### config.mk
export PLATFORM = sky130hd
export DESIGN_NAME = touch_irq_recovery_supervisor
export DESIGN_NICKNAME = d
export VERILOG_FILES = /design/src/design/tirs_pkg.sv /design/src/design/tirs_cfg_regs.sv /design/src/design/tirs_decide.sv /design/src/design/touch_irq_recovery_supervisor.sv
export SDC_FILE = /design/constraint.sdc
export NUM_CORES = 1
export LEC_CHECK = 0
export BUFFER_PORTS_ARGS = -buffer_cell sky130_fd_sc_hd__buf_2
export CORE_UTILIZATION = 25
export CTS_CLUSTER_DIAMETER = 80
export DETAILED_ROUTE_END_ITERATION = 6
export GPL_ROUTABILITY_DRIVEN = 1
export PLACE_DENSITY = 0.45
export SLEW_MARGIN = 20
export SYNTH_ARGS = -nofsm -noshare
export SYNTH_HDL_FRONTEND = slang
export SYNTH_HIERARCHICAL = 1
export SYNTH_SLANG_ARGS = --single-unit
### constraint.sdc
create_clock -name clk -period 4.2 [get_ports clk]
set_clock_uncertainty 0.2 [all_clocks]
set_input_delay 1.26 -clock clk [delete_from_list [all_inputs] [get_ports clk]]
set_output_delay 1.26 -clock clk [all_outputs]
set_load 0.05 [all_outputs]
### src/design/tirs_pkg.sv
package tirs_pkg;

	localparam logic [7:0] MFG_MARKER = 8'h55;
	localparam logic [7:0] RUN_MAX    = 8'hFF;

	localparam logic [7:0]  THRESHOLD_RST   = 8'd3;
	localparam logic [7:0]  LIMIT_RST       = 8'd3;
	localparam logic [15:0] RESET_MASK_RST  = 16'h0080;
	localparam logic [15:0] ATI_MASK_RST    = 16'h0008;
	localparam logic [15:0] FINGER_MASK_RST = 16'h0004;

	localparam int CFG_DATA_W  = 16;
	localparam int CFG_INDEX_W = 3;

	typedef enum logic [1:0] {
		MODE_IRQ        = 2'd0,
		MODE_CONFIGURE  = 2'd1,
		MODE_DEACTIVATE = 2'd2,
		MODE_RESUME     = 2'd3
	} mode_t;

	typedef enum logic [3:0] {
		ACT_NONE          = 4'd0,
		ACT_WRITE_CONFIG  = 4'd1,
		ACT_REATI         = 4'd2,
		ACT_CLOSE_SCHED   = 4'd3,
		ACT_RESEED        = 4'd4,
		ACT_DELIVER       = 4'd5,
		ACT_SUSPEND_CLOSE = 4'd6,
		ACT_CLOSE         = 4'd7,
		ACT_CFG_FAIL      = 4'd8
	} action_t;

	typedef enum logic [CFG_INDEX_W-1:0] {
		REG_THRESHOLD   = 3'd0,
		REG_LIMIT       = 3'd1,
		REG_RESET_MASK  = 3'd2,
		REG_ATI_MASK    = 3'd3,
		REG_FINGER_MASK = 3'd4
	} reg_index_t;

	typedef struct packed {
		mode_t       mode;
		logic [15:0] irq_flags;
		logic [7:0]  mfg_marker;
		logic        read_ok;
		logic        write_ok;
		logic        open_ok;
		logic        schedule_ok;
		logic        sink_present;
	} in_item_t;

	typedef struct packed {
		logic        status;
		action_t     action;
		logic        end_session;
		logic        is_configured;
		logic        is_restart_pending;
		logic [7:0]  error_count;
		logic [7:0]  restart_count;
	} out_item_t;

	typedef struct packed {
		logic [7:0]  restart_threshold;
		logic [7:0]  restart_limit;
		logic [15:0] reset_flag_mask;
		logic [15:0] ati_error_mask;
		logic [15:0] finger_overflow_mask;
	} cfg_t;

	typedef struct packed {
		logic       configured;
		logic       pending;
		logic [7:0] error_run;
		logic [7:0] restarts;
	} sup_state_t;

endpackage

### src/design/tirs_cfg_regs.sv
module tirs_cfg_regs
	import tirs_pkg::*;
(
	input  logic                   clk,
	input  logic                   arst_n,
	input  logic                   we,
	input  logic [CFG_INDEX_W-1:0] index,
	input  logic [CFG_DATA_W-1:0]  data,
	output cfg_t                   cfg
);

	cfg_t cfg_q;

	always_ff @(posedge clk or negedge arst_n) begin
		if (!arst_n) begin
			cfg_q.restart_threshold    <= THRESHOLD_RST;
			cfg_q.restart_limit        <= LIMIT_RST;
			cfg_q.reset_flag_mask      <= RESET_MASK_RST;
			cfg_q.ati_error_mask       <= ATI_MASK_RST;
			cfg_q.finger_overflow_mask <= FINGER_MASK_RST;
		end else if (we) begin
			unique case (reg_index_t'(index))
				REG_THRESHOLD:   cfg_q.restart_threshold    <= data[7:0];
				REG_LIMIT:       cfg_q.restart_limit        <= data[7:0];
				REG_RESET_MASK:  cfg_q.reset_flag_mask      <= data;
				REG_ATI_MASK:    cfg_q.ati_error_mask       <= data;
				REG_FINGER_MASK: cfg_q.finger_overflow_mask <= data;
				default: ;
			endcase
		end
	end

	assign cfg = cfg_q;

endmodule

### src/design/tirs_decide.sv
module tirs_decide
	import tirs_pkg::*;
(
	input  in_item_t   item,
	input  sup_state_t cur,
	input  cfg_t       cfg,
	output sup_state_t nxt,
	output out_item_t  res
);

	logic       factory;
	logic [7:0] run_inc;
	logic       below_limit;
	logic       err;
	logic       endc;
	action_t    act;

	assign factory     = item.mfg_marker == MFG_MARKER;
	assign run_inc     = (cur.error_run == RUN_MAX) ? cur.error_run : cur.error_run + 8'd1;
	assign below_limit = cur.restarts < cfg.restart_limit;

	always_comb begin
		nxt  = cur;
		err  = 1'b0;
		endc = 1'b0;
		act  = ACT_NONE;
		unique case (item.mode)
			MODE_IRQ: begin
				if (!cur.configured || cur.pending || !item.read_ok || !item.write_ok) begin
					err = 1'b1;
				end else begin
					if ((item.irq_flags & cfg.reset_flag_mask) != '0) begin
						act = ACT_WRITE_CONFIG;
					end else if ((item.irq_flags & cfg.ati_error_mask) != '0 && !factory) begin
						nxt.error_run = run_inc;
						if (run_inc < cfg.restart_threshold && below_limit) begin
							act = ACT_REATI;
						end else if (below_limit) begin
							// hardware restart: close and ask for a delayed reopen
							act            = ACT_CLOSE_SCHED;
							nxt.restarts   = cur.restarts + 8'd1;
							nxt.error_run  = '0;
							nxt.configured = 1'b0;
							nxt.pending    = item.schedule_ok;
							err            = !item.schedule_ok;
						end
					end else begin
						if (!factory) begin
							nxt.error_run = '0;
							nxt.restarts  = '0;
						end
						if ((item.irq_flags & cfg.finger_overflow_mask) != '0)
							act = ACT_RESEED;
						else if (item.sink_present)
							act = ACT_DELIVER;
					end
					endc = !err && !nxt.pending;
				end
			end
			MODE_CONFIGURE, MODE_RESUME: begin
				if (item.mode == MODE_RESUME && !cur.pending) begin
					err = 1'b1;
				end else begin
					nxt.pending = 1'b0;
					if (!item.open_ok) begin
						err = 1'b1;
					end else if (!item.write_ok) begin
						nxt.configured = 1'b0;
						err            = 1'b1;
						act            = ACT_CFG_FAIL;
					end else begin
						nxt.configured = 1'b1;
						act            = ACT_WRITE_CONFIG;
					end
					// a configure event leaves the pending flag alone
					if (item.mode == MODE_CONFIGURE)
						nxt.pending = cur.pending;
				end
			end
			MODE_DEACTIVATE: begin
				if (cur.configured) begin
					act  = ACT_SUSPEND_CLOSE;
					err  = !item.read_ok || !item.write_ok;
					endc = item.read_ok && item.write_ok;
				end else begin
					act = ACT_CLOSE;
				end
				nxt = '0;
			end
			default: ;
		endcase

		res.status             = err;
		res.action             = act;
		res.end_session        = endc;
		res.is_configured      = nxt.configured;
		res.is_restart_pending = nxt.pending;
		res.error_count        = nxt.error_run;
		res.restart_count      = nxt.restarts;
	end

endmodule

### src/design/touch_irq_recovery_supervisor.sv
// channel   | direction | handshake             | payload
// ----------+-----------+-----------------------+------------------------------
// event in  | input     | in_valid / in_ready   | in_item  (tirs_pkg::in_item_t)
// result    | output    | out_valid / out_ready | out_item (tirs_pkg::out_item_t)
// config    | input     | cfg_we (no wait)      | cfg_index, cfg_data
//
// one event beat per cycle sustained while out_ready holds; the decision stage sits between
// the input and result registers: supervisor state is read and written back in the same
// cycle the item moves from the input register to the result register
// arst_n clears both valid flags and supervisor state and sets config registers to their defaults
// a stalled result holds in the output register while the input register still
// takes a beat; both sides stall only when both registers are full
module touch_irq_recovery_supervisor
	import tirs_pkg::*;
(
	input  logic                   clk,
	input  logic                   arst_n,
	input  logic                   in_valid,
	output logic                   in_ready,
	input  in_item_t               in_item,
	output logic                   out_valid,
	input  logic                   out_ready,
	output out_item_t              out_item,
	input  logic                   cfg_we,
	input  logic [CFG_INDEX_W-1:0] cfg_index,
	input  logic [CFG_DATA_W-1:0]  cfg_data
);

	// input register
	logic      valid_s1;
	in_item_t  item_s1;

	// result register
	logic      valid_s2;
	out_item_t res_s2;

	// supervisor state, advanced once per event
	sup_state_t state_q;
	sup_state_t state_nxt;
	out_item_t  res_nxt;
	cfg_t       cfg;

	logic advance;
	logic take_in;

	// event moves on when the result register is empty or being drained
	assign advance  = valid_s1 && (!valid_s2 || out_ready);
	// input register frees up in the same cycle it hands its beat over
	assign in_ready = !valid_s1 || advance;
	assign take_in  = in_valid && in_ready;

	tirs_cfg_regs u_cfg (
		.clk   (clk),
		.arst_n(arst_n),
		.we    (cfg_we),
		.index (cfg_index),
		.data  (cfg_data),
		.cfg   (cfg)
	);

	tirs_decide u_decide (
		.item(item_s1),
		.cur (state_q),
		.cfg (cfg),
		.nxt (state_nxt),
		.res (res_nxt)
	);

	always_ff @(posedge clk or negedge arst_n) begin
		if (!arst_n) begin
			valid_s1 <= 1'b0;
			valid_s2 <= 1'b0;
			state_q  <= '0;
		end else begin
			if (take_in)
				valid_s1 <= 1'b1;
			else if (advance)
				valid_s1 <= 1'b0;

			if (advance)
				valid_s2 <= 1'b1;
			else if (out_ready)
				valid_s2 <= 1'b0;

			// state commits together with the result of the same event
			if (advance)
				state_q <= state_nxt;
		end
	end

	// payload registers, no reset needed
	always_ff @(posedge clk) begin
		if (take_in)
			item_s1 <= in_item;
		if (advance)
			res_s2 <= res_nxt;
	end

	assign out_valid = valid_s2;
	assign out_item  = res_s2;

endmodule

# ---- After elaboration in Yosys (flattened, before gate mapping)
# Cells that the tools add are included.
# Widths: inputs -> output; s select.
dict set report word_totals {
  reg_bits 139
  out_inout_bits 26
  wordCells 125
}
dict set report classes {
  n_addsub 2
  magnitude_cmp 2
  n_eq_ne 9
  n_mux 47
  bitwise_logic 3
  reduce_logical 36
}
# cell n
set ops {}
lappend ops {{$mux 18} 6}
lappend ops {{$and 16x16->16} 3}
lappend ops {{$reduce_bool 16->1} 3}
lappend ops {{$mux 16} 2}
lappend ops {{$pmux 16 s2} 1}
lappend ops {{$mux 4} 7}
lappend ops {{$mux 1} 21}
lappend ops {{$add 8x1->8 const B} 2}
lappend ops {{$lt 8x8->1} 2}
lappend ops {{$pmux 4 s3} 1}
lappend ops {{$logic_not 1->1} 10}
lappend ops {{$reduce_and 2->1} 5}
lappend ops {{$eq 8x7->1 const B} 1}
lappend ops {{$eq 8x8->1 const B} 1}
lappend ops {{$mux 8} 1}
lappend ops {{$logic_and 1x1->1} 7}
lappend ops {{$eq 3x2->1 const B} 2}
lappend ops {{$logic_or 1x1->1} 6}
lappend ops {{$mux 2} 3}
lappend ops {{$mux 3} 2}
lappend ops {{$pmux 2 s3} 1}
lappend ops {{$eq 2x2->1 const B} 2}
lappend ops {{$reduce_bool 2->1} 2}
lappend ops {{$eq 3x1->1 const B} 1}
lappend ops {{7 further kinds} 7}

# ---- Longest topological paths before layout
# Gate-level depths: netlist (run 1).
dict set report depth {
  depth_word 13
  ltp_mapped 14
  depth_no_buf 14
}

# ---- By module
# Netlist (run 1), hierarchy kept.
# mod n_inst cells_per_inst area_each_um2 seq_area_each_um2
set by_module_without_submodules {}
lappend by_module_without_submodules {touch_irq_recovery_supervisor 1 101 2464.9 2152.1}
lappend by_module_without_submodules {tirs_cfg_regs 1 139 2442.3 1610.3}
lappend by_module_without_submodules {tirs_decide 1 256 1690.4 0.0}

# ---- Least setup slack after synthesis (run 1)
# Ideal clock, no wire load.
dict set report synth_path {
  path_kind {register to register}
  start {register state_q[8] (netlist bit)}
  end {register state_q[1] (netlist bit)}
  setup_ns 0.125
  arrival_ns 2.998
  slack_ns 0.877
  path_stages_with_launch 15
  path_buffers 0
  cell_sequence {dfrtp_1 > ha_1 > and4_1 > nand2_1 > nor3b_1 > nor2_1 > ha_1 > nand4_1 > nor2_1 > o211ai_1 > and3_1 > o211ai_1 > a21boi_0 > a41o_1 > mux2_4}
}
# item line_no
set synth_rtl {}
lappend synth_rtl {{from (decl)} touch_irq_recovery_supervisor.sv:38} ;# sup_state_t state_q;
lappend synth_rtl {{from (signal assigned)} touch_irq_recovery_supervisor.sv:87} ;# state_q <= state_nxt;

==> impl_metrics.env, run 1 <==
export IMPL_max_slew_margin_rel_pct=47.8
export IMPL_drc=0
export IMPL_ys_types=63
export IMPL_place_gp_congestion=0.824
export IMPL_rows=59
export IMPL_synth_edf_count=55
export IMPL_syn_area_um2=6600
export IMPL_grt_pass1_wl_um=25000
export IMPL_post_drt_wl_per_cell_um=16.9
export IMPL_crit_path_end_kind="flop"
export IMPL_vias=4240
export IMPL_ctsHoldBuffers=0
export IMPL_postSynthCellCount=496
export IMPL_crit_type="flop to flop"
export IMPL_layout_worst_path_cycle_share_pct=92.2
export IMPL_status="complete, no violations"
export IMPL_drt_initial_drc_count=196
export IMPL_path_max_fanout=9
export IMPL_cts_setup_buffers=0
export IMPL_ir_drop_mv=0.238
export IMPL_post_place_ws_ps=363
export IMPL_portBuffers=80
export IMPL_ys_seq_area_share_pct=57.0
export IMPL_grt_max_degree=52
export IMPL_clkTransAtPathRegs_ps=60
export IMPL_final_hold_viol_count=0
export IMPL_initial_core_util_pct=25.4
export IMPL_netlist_top_cell_by_area="dfrtp_1"
export IMPL_synth_ff_type="dfrtp_1"
export IMPL_yosys_top_cells_area="dfrtp_1, edfxtp_1, mux2_2"
export IMPL_cts_root_buffer="clkbuf_16"
export IMPL_fmax_ghz=0.258
export IMPL_dr_pass1_iters=4
export IMPL_ys_async_sr_fraction_pct=60.4
export IMPL_final_common_cell="buf_2"
export IMPL_diodes=0
export IMPL_antenna_found_initial=0
export IMPL_syn_nets=567
export IMPL_clk_path_buf_depth=2
export IMPL_grt_pass1_vias=4379
export IMPL_clock_latency_ps=420
export IMPL_cts_tree="yes"
export IMPL_ctsHtreeMaxLevel=4
export IMPL_leakagePower_nw=3.29
export IMPL_grt_overflow_total=0
export IMPL_die_w_um=164
export IMPL_worst_ep_required_time_ps=4290
export IMPL_cap_violations=0
export IMPL_synth_warnings=6
export IMPL_core_area_um2=26000
export IMPL_cts_buffers=17
export IMPL_crit_arrival_ps=3960
export IMPL_period_needed_ps=3870
export IMPL_top_level_ports=81
export IMPL_ant_nets=0
export IMPL_cts_resized_gates=0
export IMPL_die_area_um2=27000
export IMPL_drv_slew=0
export IMPL_nets=642
export IMPL_final_cell_mix="buf_2, dfrtp_1, mux2_2"
export IMPL_fp_dieH_um=164
export IMPL_tns_ps=0
export IMPL_setup_violations_final=0
export IMPL_cts_sinks=139
export IMPL_grt_usage_pct=12.3
export IMPL_rsz0062_at_grt="false"
export IMPL_cp_start_kind="flop"
export IMPL_dp_hpwl_um=11500
export IMPL_ys_ff_latch=139
export IMPL_yosysTopAreaCellShare_pct=29.2
export IMPL_synth_avg_cell_area_um2=13.3
export IMPL_hold_path_class="flop to flop"
export IMPL_vias_per_cell=4.61
export IMPL_p_per_area_nw_per_um2=466
export IMPL_area_delta_synth_final_pct=19.1
export IMPL_worst_slew_pin_transition_ps=775
export IMPL_drive_gt1_share_pct=37.5
export IMPL_layout_setup_ws_ps=328
export IMPL_wl_um=15500
kinds of logic after synthesis:
kind of cell	Yosys count	share of synthesized area, %
multiplexers	84	14.8
adder cells (fa/ha/maj)	16	3.03
XOR/XNOR	2	0.266
flip-flops	139	57.0
AND/OR/NAND/NOR	119	10.9
buffers and inverters	51	4.59
AO/OA/AOI/OAI	85	9.33
sequential cells by signal (all words and copies together), names as in the netlist:
name	count
out_valid	1
valid_s1	1
u_cfg/cfg	64
item_s1	31
out_item	24
state_q	18
synth_stat cells, drive strengths merged (7+ instances only):
cell    instances
mux2           82
dfrtp          77
edfxtp         55
nand2          33
buf            27
inv            19
nand3          17
a21oi          16
a22oi          16
ha             16
nor2           15
a22o           10
o211ai         10
o21ai           9
dfstp           7
nand4           7
where the power goes:
group          switching [mW]  total (mW)  internal [mW]
logic                   0.267       0.488          0.221
clock network           0.593        1.46          0.869
registers               0.104        1.72           1.61
critical path, stage by stage (launching register included):
cell and delay [ps]:
dfrtp_1 480, ha_1 290, and4_1 330, nand4_1 300, nand2_1 180, nand2_1 70, ha_1 270, o211ai_1 80
nor2_1 100, o211ai_1 110, and3_1 210, o211ai_1 420, a21boi_0 170, a41o_1 260, mux2_4 270
layer usage:
layer | track usage, % | part of all wire [%]
met1 | 16.7 | 47
met2 | 19.4 | 48
met3 | 3.29 | 4.2
met4 | 3.09 | 0.94
met5 | 0 | 0
layout make-up:
class                      count  area [µm²]
fill                        2675       18100
sequential                   139        3760
multi-input combinational    306        2560
clock buffer                  20         468
timing repair buffer          87         455
tap                          335         419
clock inverter                12         115
inverter                      20        75.1
worst paths after layout:
path	cells past startpoint	endpoint	from	slack, ps
setup / recovery	14	state_q[1]$_DFFE_PN0P_	state_q[8]$_DFFE_PN0P_	330
min in group asynchronous	1	state_q[8]$_DFFE_PN0P_	arst_n	680
setup reg to reg	14	state_q[1]$_DFFE_PN0P_	state_q[8]$_DFFE_PN0P_	330
max in group asynchronous	2	u_cfg/cfg[49]$_DFFE_PN1P_	arst_n	2310
hold reg to reg	1	u_cfg/cfg[21]$_DFFE_PN0P_	u_cfg/cfg[21]$_DFFE_PN0P_	310
hold / removal	1	u_cfg/cfg[21]$_DFFE_PN0P_	u_cfg/cfg[21]$_DFFE_PN0P_	310
stage by stage:
stage                     cells  hold WS (ps)  area [µm²]  utilization [%]  power, mW
after floorplan             496           279        6600                -       2.07
after global placement      887           288        7270             28.0       2.22
after detailed placement    887           297        7270             28.0       2.24
after CTS                   919           310        7860             30.2       3.72
after global routing        919           325        7860             30.2       3.85
final                       919           306        7860             30.2       3.67
Note: power is estimated with default switching activity, not from simulation.
==> inputs of run 2 (changes only) <==
clock period = 3.8 ns   (was 4.2 ns; I/O delays follow)
==> run 2 against run 1 <==
Net effect: worst hold slack worse by 1.2 ps; combinational power up 12%; largest power group unchanged; clock power up 7%; fmax up 9.1%; final area up 0.32%; first-iteration DRC count down 5.6%; global-route usage about the same; worst setup slack worse by 76 ps; flip-flop and latch count unchanged; count of clock-buffer cells in the layout down 3; sequential share of layout area down 0.15 points.
==> impl_metrics.env, run 2 (synthesis gave the netlist of run 1 again) <==
export IMPL_drt_initial_drc_count=185
export IMPL_clkTransAtPathRegs_ps=60
export IMPL_reg2reg_from="state_q[9]$_DFFE_PN0P_"
export IMPL_grt_overflow_total=0
export IMPL_antenna_found_initial=0
export IMPL_ir_drop_mv=0.257
export IMPL_place_gp_congestion=0.856
export IMPL_period_needed_ps=3550
export IMPL_holdPathStages=1
export IMPL_drive_gt1_share_pct=38.8
export IMPL_core_area_um2=26000
export IMPL_initial_core_util_pct=25.4
export IMPL_cp_slowest_stage_delay_ps=420
export IMPL_reg2reg_depth=14
export IMPL_final_cell_mix="buf_2, dfrtp_1, mux2_2"
export IMPL_dp_hpwl_um=11500
export IMPL_setup_violations_final=0
export IMPL_rsz0062_at_grt="false"
export IMPL_nets=645
export IMPL_cp_endpoint="state_q[4]$_DFFE_PN0P_"
export IMPL_final_common_cell="buf_2"
export IMPL_wl_um=15500
export IMPL_final_util_pct=30.3
export IMPL_ant_nets=0
export IMPL_cp_start_kind="flop"
export IMPL_vias_per_cell=4.64
export IMPL_area_delta_synth_final_pct=19.5
export IMPL_top_level_ports=81
export IMPL_crit_arrival_ps=3660
export IMPL_grt_usage_pct=12.3
export IMPL_drv_slew=0
export IMPL_max_slew_margin_rel_pct=51.8
export IMPL_grt_max_degree=52
export IMPL_p_per_area_nw_per_um2=507
export IMPL_status="complete, no violations"
export IMPL_die_w_um=164
export IMPL_fmax_ghz=0.282
export IMPL_grt_pass1_vias=4413
export IMPL_stdcell_count=922
export IMPL_rr_endpoint="state_q[4]$_DFFE_PN0P_"
export IMPL_worst_slew_pin_transition_ps=723
export IMPL_path_max_fanout=6
export IMPL_r2r_setup_slack_ps=250
export IMPL_ctsHoldBuffers=0
export IMPL_cts_tree="yes"
export IMPL_vias=4276
export IMPL_hold_path_class="flop to flop"
export IMPL_grt_pass1_wl_um=24800
export IMPL_worst_ep_required_time_ps=3910
export IMPL_largest_reg_flops=64
export IMPL_clk_path_buf_depth=2
export IMPL_layout_worst_path_cycle_share_pct=93.4
export IMPL_cts_sinks=139
export IMPL_portBuffers=80
export IMPL_diodes=0
export IMPL_cts_root_buffer="clkbuf_16"
export IMPL_rows=59
export IMPL_cp_cell_sequence="ha_2 > and4_2 > nand4_1 > nand2_1 > nand2_1 > ha_1 > nor2b_1 > nand2_1 > o211ai_1 > and3_1 > nor2_2 > and4_1 > a221o_1 > mux2_4"
export IMPL_crit_type="flop to flop"
export IMPL_final_hold_viol_count=0
export IMPL_fp_dieH_um=164
export IMPL_slowest_stage="dfrtp_1"
export IMPL_dr_pass1_iters=4
export IMPL_cp_startpoint="state_q[9]$_DFFE_PN0P_"
export IMPL_numPlacedInstances=889
export IMPL_clock_latency_ps=430
export IMPL_drc=0
export IMPL_cpMostUsedCell="nand2_1"
export IMPL_cap_violations=0
export IMPL_cts_buffers=17
export IMPL_ctsHtreeMaxLevel=4
export IMPL_leakagePower_nw=3.29
export IMPL_tns_ps=0
export IMPL_post_drt_wl_per_cell_um=16.9
export IMPL_crit_path_end_kind="flop"
export IMPL_die_area_um2=27000
run 2: cell types whose count changed in the layout (fill, tap and decap cells not counted), sizes merged:
cell,previous run,this run
clkbuf,20,17
clkinvlp,3,4
inv,20,27
buf,87,90
clkinv,8,4
bufinv,1,0
run 2: what timing repair did:
item / 4_1_cts / 5_1_grt
setup buffers: 0 / 1
resized for setup: 0 / 5
endpoints found under the setup margin: 0 / 23
run 2: per-layer routing:
| layer | GRT usage, % | up-vias | routed length (µm) |
|---|---|---|---|
| met5 | 0 | - | 0 |
| li1 | - | 2023 | - |
| met2 | 20.0 | 95 | 7610 |
| met4 | 4.75 | 0 | 233 |
| met1 | 16.1 | 2141 | 7130 |
| met3 | 2.46 | 17 | 571 |
run 2: per-stage QoR:
stage | cell area (µm²) | hold WS (ps) | power (mW) | setup WS, ps
detailed placement | 7300 | 296 | 2.48 | 116
global placement | 7300 | 288 | 2.46 | 242
CTS | 7860 | 311 | 4.06 | 86.0
finish | 7880 | 305 | 4.00 | 252
global route | 7880 | 316 | 4.21 | 21.5
floorplan | 6600 | 279 | 2.28 | 477
run 2: how the worst min path moves through the flow:
stage	startpoint	endpoint
after floorplan	u_cfg/cfg[18]$_DFFE_PN0P_	u_cfg/cfg[18]$_DFFE_PN0P_
after global placement	u_cfg/cfg[22]$_DFFE_PN0P_	u_cfg/cfg[22]$_DFFE_PN0P_
after detailed placement	u_cfg/cfg[40]$_DFFE_PN0P_	u_cfg/cfg[40]$_DFFE_PN0P_
after CTS	u_cfg/cfg[40]$_DFFE_PN0P_	u_cfg/cfg[40]$_DFFE_PN0P_
after global routing	u_cfg/cfg[27]$_DFFE_PN0P_	u_cfg/cfg[27]$_DFFE_PN0P_
final	u_cfg/cfg[29]$_DFFE_PN0P_	u_cfg/cfg[29]$_DFFE_PN0P_
run 2: worst max-delay path, delay by kind of cell, from the launching register on:
family,cells,cell delay [ps]
flip-flops,1,420
AND/OR/NAND/NOR,9,1550
adder cells (fa/ha/maj),2,440
AO/OA/AOI/OAI,2,530
multiplexers,1,270
run 2: where the power goes:
group / switching (mW) / total (mW) / internal (mW) / leakage [nW]
Combinational: 0.300 / 0.547 / 0.246 / 1.47
Clock: 0.705 / 1.56 / 0.857 / 0.262
Sequential: 0.111 / 1.89 / 1.78 / 1.57
Total: 1.12 / 4.00 / 2.88 / 3.29
run 2: area by class of cell:
cell class                 instances  area [µm²]
multi-input combinational        306        2580
sequential                       139        3760
tap                              335         419
timing repair buffer              90         490
clock inverter                    15         131
inverter                          20        75.1
fill                            2662       18100
clock buffer                      17         425
==> inputs of run 3 (changes only) <==
--- a/config.mk
+++ b/config.mk
@@ -8,3 +8,3 @@
 export BUFFER_PORTS_ARGS = -buffer_cell sky130_fd_sc_hd__buf_2
-export CORE_UTILIZATION = 25
+export CORE_UTILIZATION = 58
 export CTS_CLUSTER_DIAMETER = 80
@@ -12,3 +12,3 @@
 export GPL_ROUTABILITY_DRIVEN = 1
-export PLACE_DENSITY = 0.45
+export PLACE_DENSITY = 0.84
 export SLEW_MARGIN = 20
==> constraint.sdc (replaced) <==
create_clock -name clk -period 3.8 [get_ports clk]
set_clock_uncertainty 0.2 [all_clocks]
set_input_delay 0.19 -clock clk [delete_from_list [all_inputs] [get_ports clk]]
set_output_delay 0.19 -clock clk [all_outputs]
set_load 0.05 [all_outputs]
==> run 3 against run 2 <==
Net effect: utilization up 44 points; via count grew 7.3%; die area is 56% lower; power rose by 2.0%; critical endpoint is now state_q[16]$_DFFE_PN0P_.
==> impl_metrics.env, run 3 (synthesis gave the netlist of run 1 again) <==
export IMPL_cts_root_buffer="clkbuf_16"
export IMPL_ir_drop_mv=0.540
export IMPL_layout_setup_ws_ps=246
export IMPL_final_common_cell="buf_2"
export IMPL_fp_dieH_um=109
export IMPL_leakagePower_nw=3.51
export IMPL_max_slew_margin_rel_pct=41.1
export IMPL_vias_per_cell=5.92
export IMPL_cts_buffers=17
export IMPL_rows=38
export IMPL_wl_um=14600
export IMPL_reg2reg_from="state_q[9]$_DFFE_PN0P_"
export IMPL_final_util_pct=74.1
export IMPL_numPlacedInstances=688
export IMPL_largest_reg_flops=64
export IMPL_path_delay_family="simple AND/OR/NAND/NOR gates"
export IMPL_crit_path_end_kind="flop"
export IMPL_slowest_stage="or4_1"
export IMPL_cts_sinks=139
export IMPL_cap_violations=0
export IMPL_hold_path_class="input pin to flop"
export IMPL_crit_arrival_ps=3710
export IMPL_crit_type="flop to flop"
export IMPL_area_delta_synth_final_pct=23.3
export IMPL_die_w_um=109
export IMPL_cts_tree="yes"
export IMPL_period_needed_ps=3550
export IMPL_vias=4587
export IMPL_clk_path_buf_depth=2
export IMPL_cp_startpoint="state_q[9]$_DFFE_PN0P_"
export IMPL_ant_nets=0
export IMPL_worst_path_buf_inv=0
export IMPL_core_area_um2=11000
export IMPL_postLayoutCellArea_um2=8140
export IMPL_nFillCells=710
export IMPL_nets=693
export IMPL_top_level_ports=81
export IMPL_diodes=0
export IMPL_setup_violations_final=0
export IMPL_stdcell_count=775
export IMPL_place_gp_congestion=0.928
export IMPL_grt_pass1_wl_um=23700
export IMPL_status="complete, no violations"
export IMPL_post_place_ws_ps=180
export IMPL_dp_hpwl_um=9490
export IMPL_p_per_area_nw_per_um2=502
export IMPL_drv_slew=0
export IMPL_drc=0
export IMPL_antenna_found_initial=0
export IMPL_regArea_um2=3760
export IMPL_cp_start_kind="flop"
export IMPL_grt_max_degree=85
export IMPL_initial_core_util_pct=60.1
export IMPL_clkTransAtPathRegs_ps=60
export IMPL_holdCritStartpoint="out_ready"
export IMPL_portBuffers=80
export IMPL_placed_cell_area_um2=7000
export IMPL_tns_ps=0
export IMPL_clock_latency_ps=420
export IMPL_final_cell_mix="buf_2, dfrtp_1, mux2_2"
export IMPL_grt_pass1_vias=4687
export IMPL_grt_overflow_total=0
export IMPL_ctsHtreeMaxLevel=4
export IMPL_drt_initial_drc_count=231
export IMPL_dr_pass1_iters=5
export IMPL_multi_input_area_um2=2580
export IMPL_cp_slowest_stage_delay_ps=470
export IMPL_die_area_um2=11800
export IMPL_path_max_fanout=6
export IMPL_post_drt_wl_per_cell_um=18.8
export IMPL_final_hold_viol_count=0
export IMPL_fmax_ghz=0.281
export IMPL_cp_cell_sequence="ha_2 > and4_2 > nand2_1 > nor3b_1 > nor2_1 > ha_1 > nand4_1 > nor2_1 > o211ai_1 > nand3_2 > nand4_1 > or4_1 > a21oi_1 > mux2_2"
export IMPL_layout_worst_path_cycle_share_pct=93.5
export IMPL_worst_ep_required_time_ps=3950
export IMPL_worst_slew_pin_transition_ps=883
export IMPL_grt_usage_pct=27.5
export IMPL_drive_gt1_share_pct=35.1
[run 3: cell count changes in the layout (fill, tap and decap cells not counted), sizes merged]
cell,previous run,this run
clkbuf,17,19
buf,90,88
clkinvlp,4,2
clkinv,4,9
dlygate4sd3,0,50
bufinv,0,2
inv,27,20
[run 3: path summary, 6_finish.rpt]
path                                              to  slack, ps  depth (start not counted)
max                          state_q[16]$_DFFE_PN0P_        250                         14
min                            out_valid$_DFFE_PN0P_         10                          3
max reg2reg                  state_q[16]$_DFFE_PN0P_        250                         14
min reg2reg                u_cfg/cfg[52]$_DFFE_PN0P_        310                          1
max in group asynchronous  u_cfg/cfg[29]$_DFFE_PN0P_       2690                          2
min in group asynchronous    state_q[12]$_DFFE_PN0P_        190                          2
[run 3: repair_timing]
| action | CTS | global route |
|---|---|---|
| hold buffers | 50 | 0 |
| resized for setup | 0 | 5 |
| endpoints found under the hold margin | 173 | 0 |
| setup endpoints to repair | 0 | 29 |
| setup buffers | 0 | 3 |
[run 3: final cells by class]
| cell class | instances | share of cell area [%] |
|---|---|---|
| clock buffer | 19 | 5.32 |
| clock inverter | 13 | 1.78 |
| inverter | 20 | 0.923 |
| multi-input combinational | 306 | 31.7 |
| sequential | 139 | 46.2 |
| tap | 140 | 2.15 |
| timing repair buffer | 138 | 11.9 |
[run 3: where the power goes]
| group | internal (mW) | switching, mW |
|---|---|---|
| combinational | 0.279 | 0.313 |
| clock | 0.968 | 0.622 |
| sequential | 1.78 | 0.118 |
[run 3: layer usage]
layer,share of wire (%),up-vias,GRT usage [%]
li1,-,2127,-
met1,40,2242,32.3
met2,53,182,47.2
met3,5.2,36,7.05
met4,2.6,0,12.6
met5,0,-,0
[run 3: through the flow]
stage                     power [mW]  hold slack (ps)
after floorplan                 2.28             -306
final                           4.08             14.0
after detailed placement        2.46              168
after global routing            4.25             12.2
after global placement          2.42              166
after CTS                       4.09             2.38
[run 3: tightest hold or removal path, stage by stage]
cell,delay (ps)
buf_2,100
nand2b_4,140
or2b_1,160
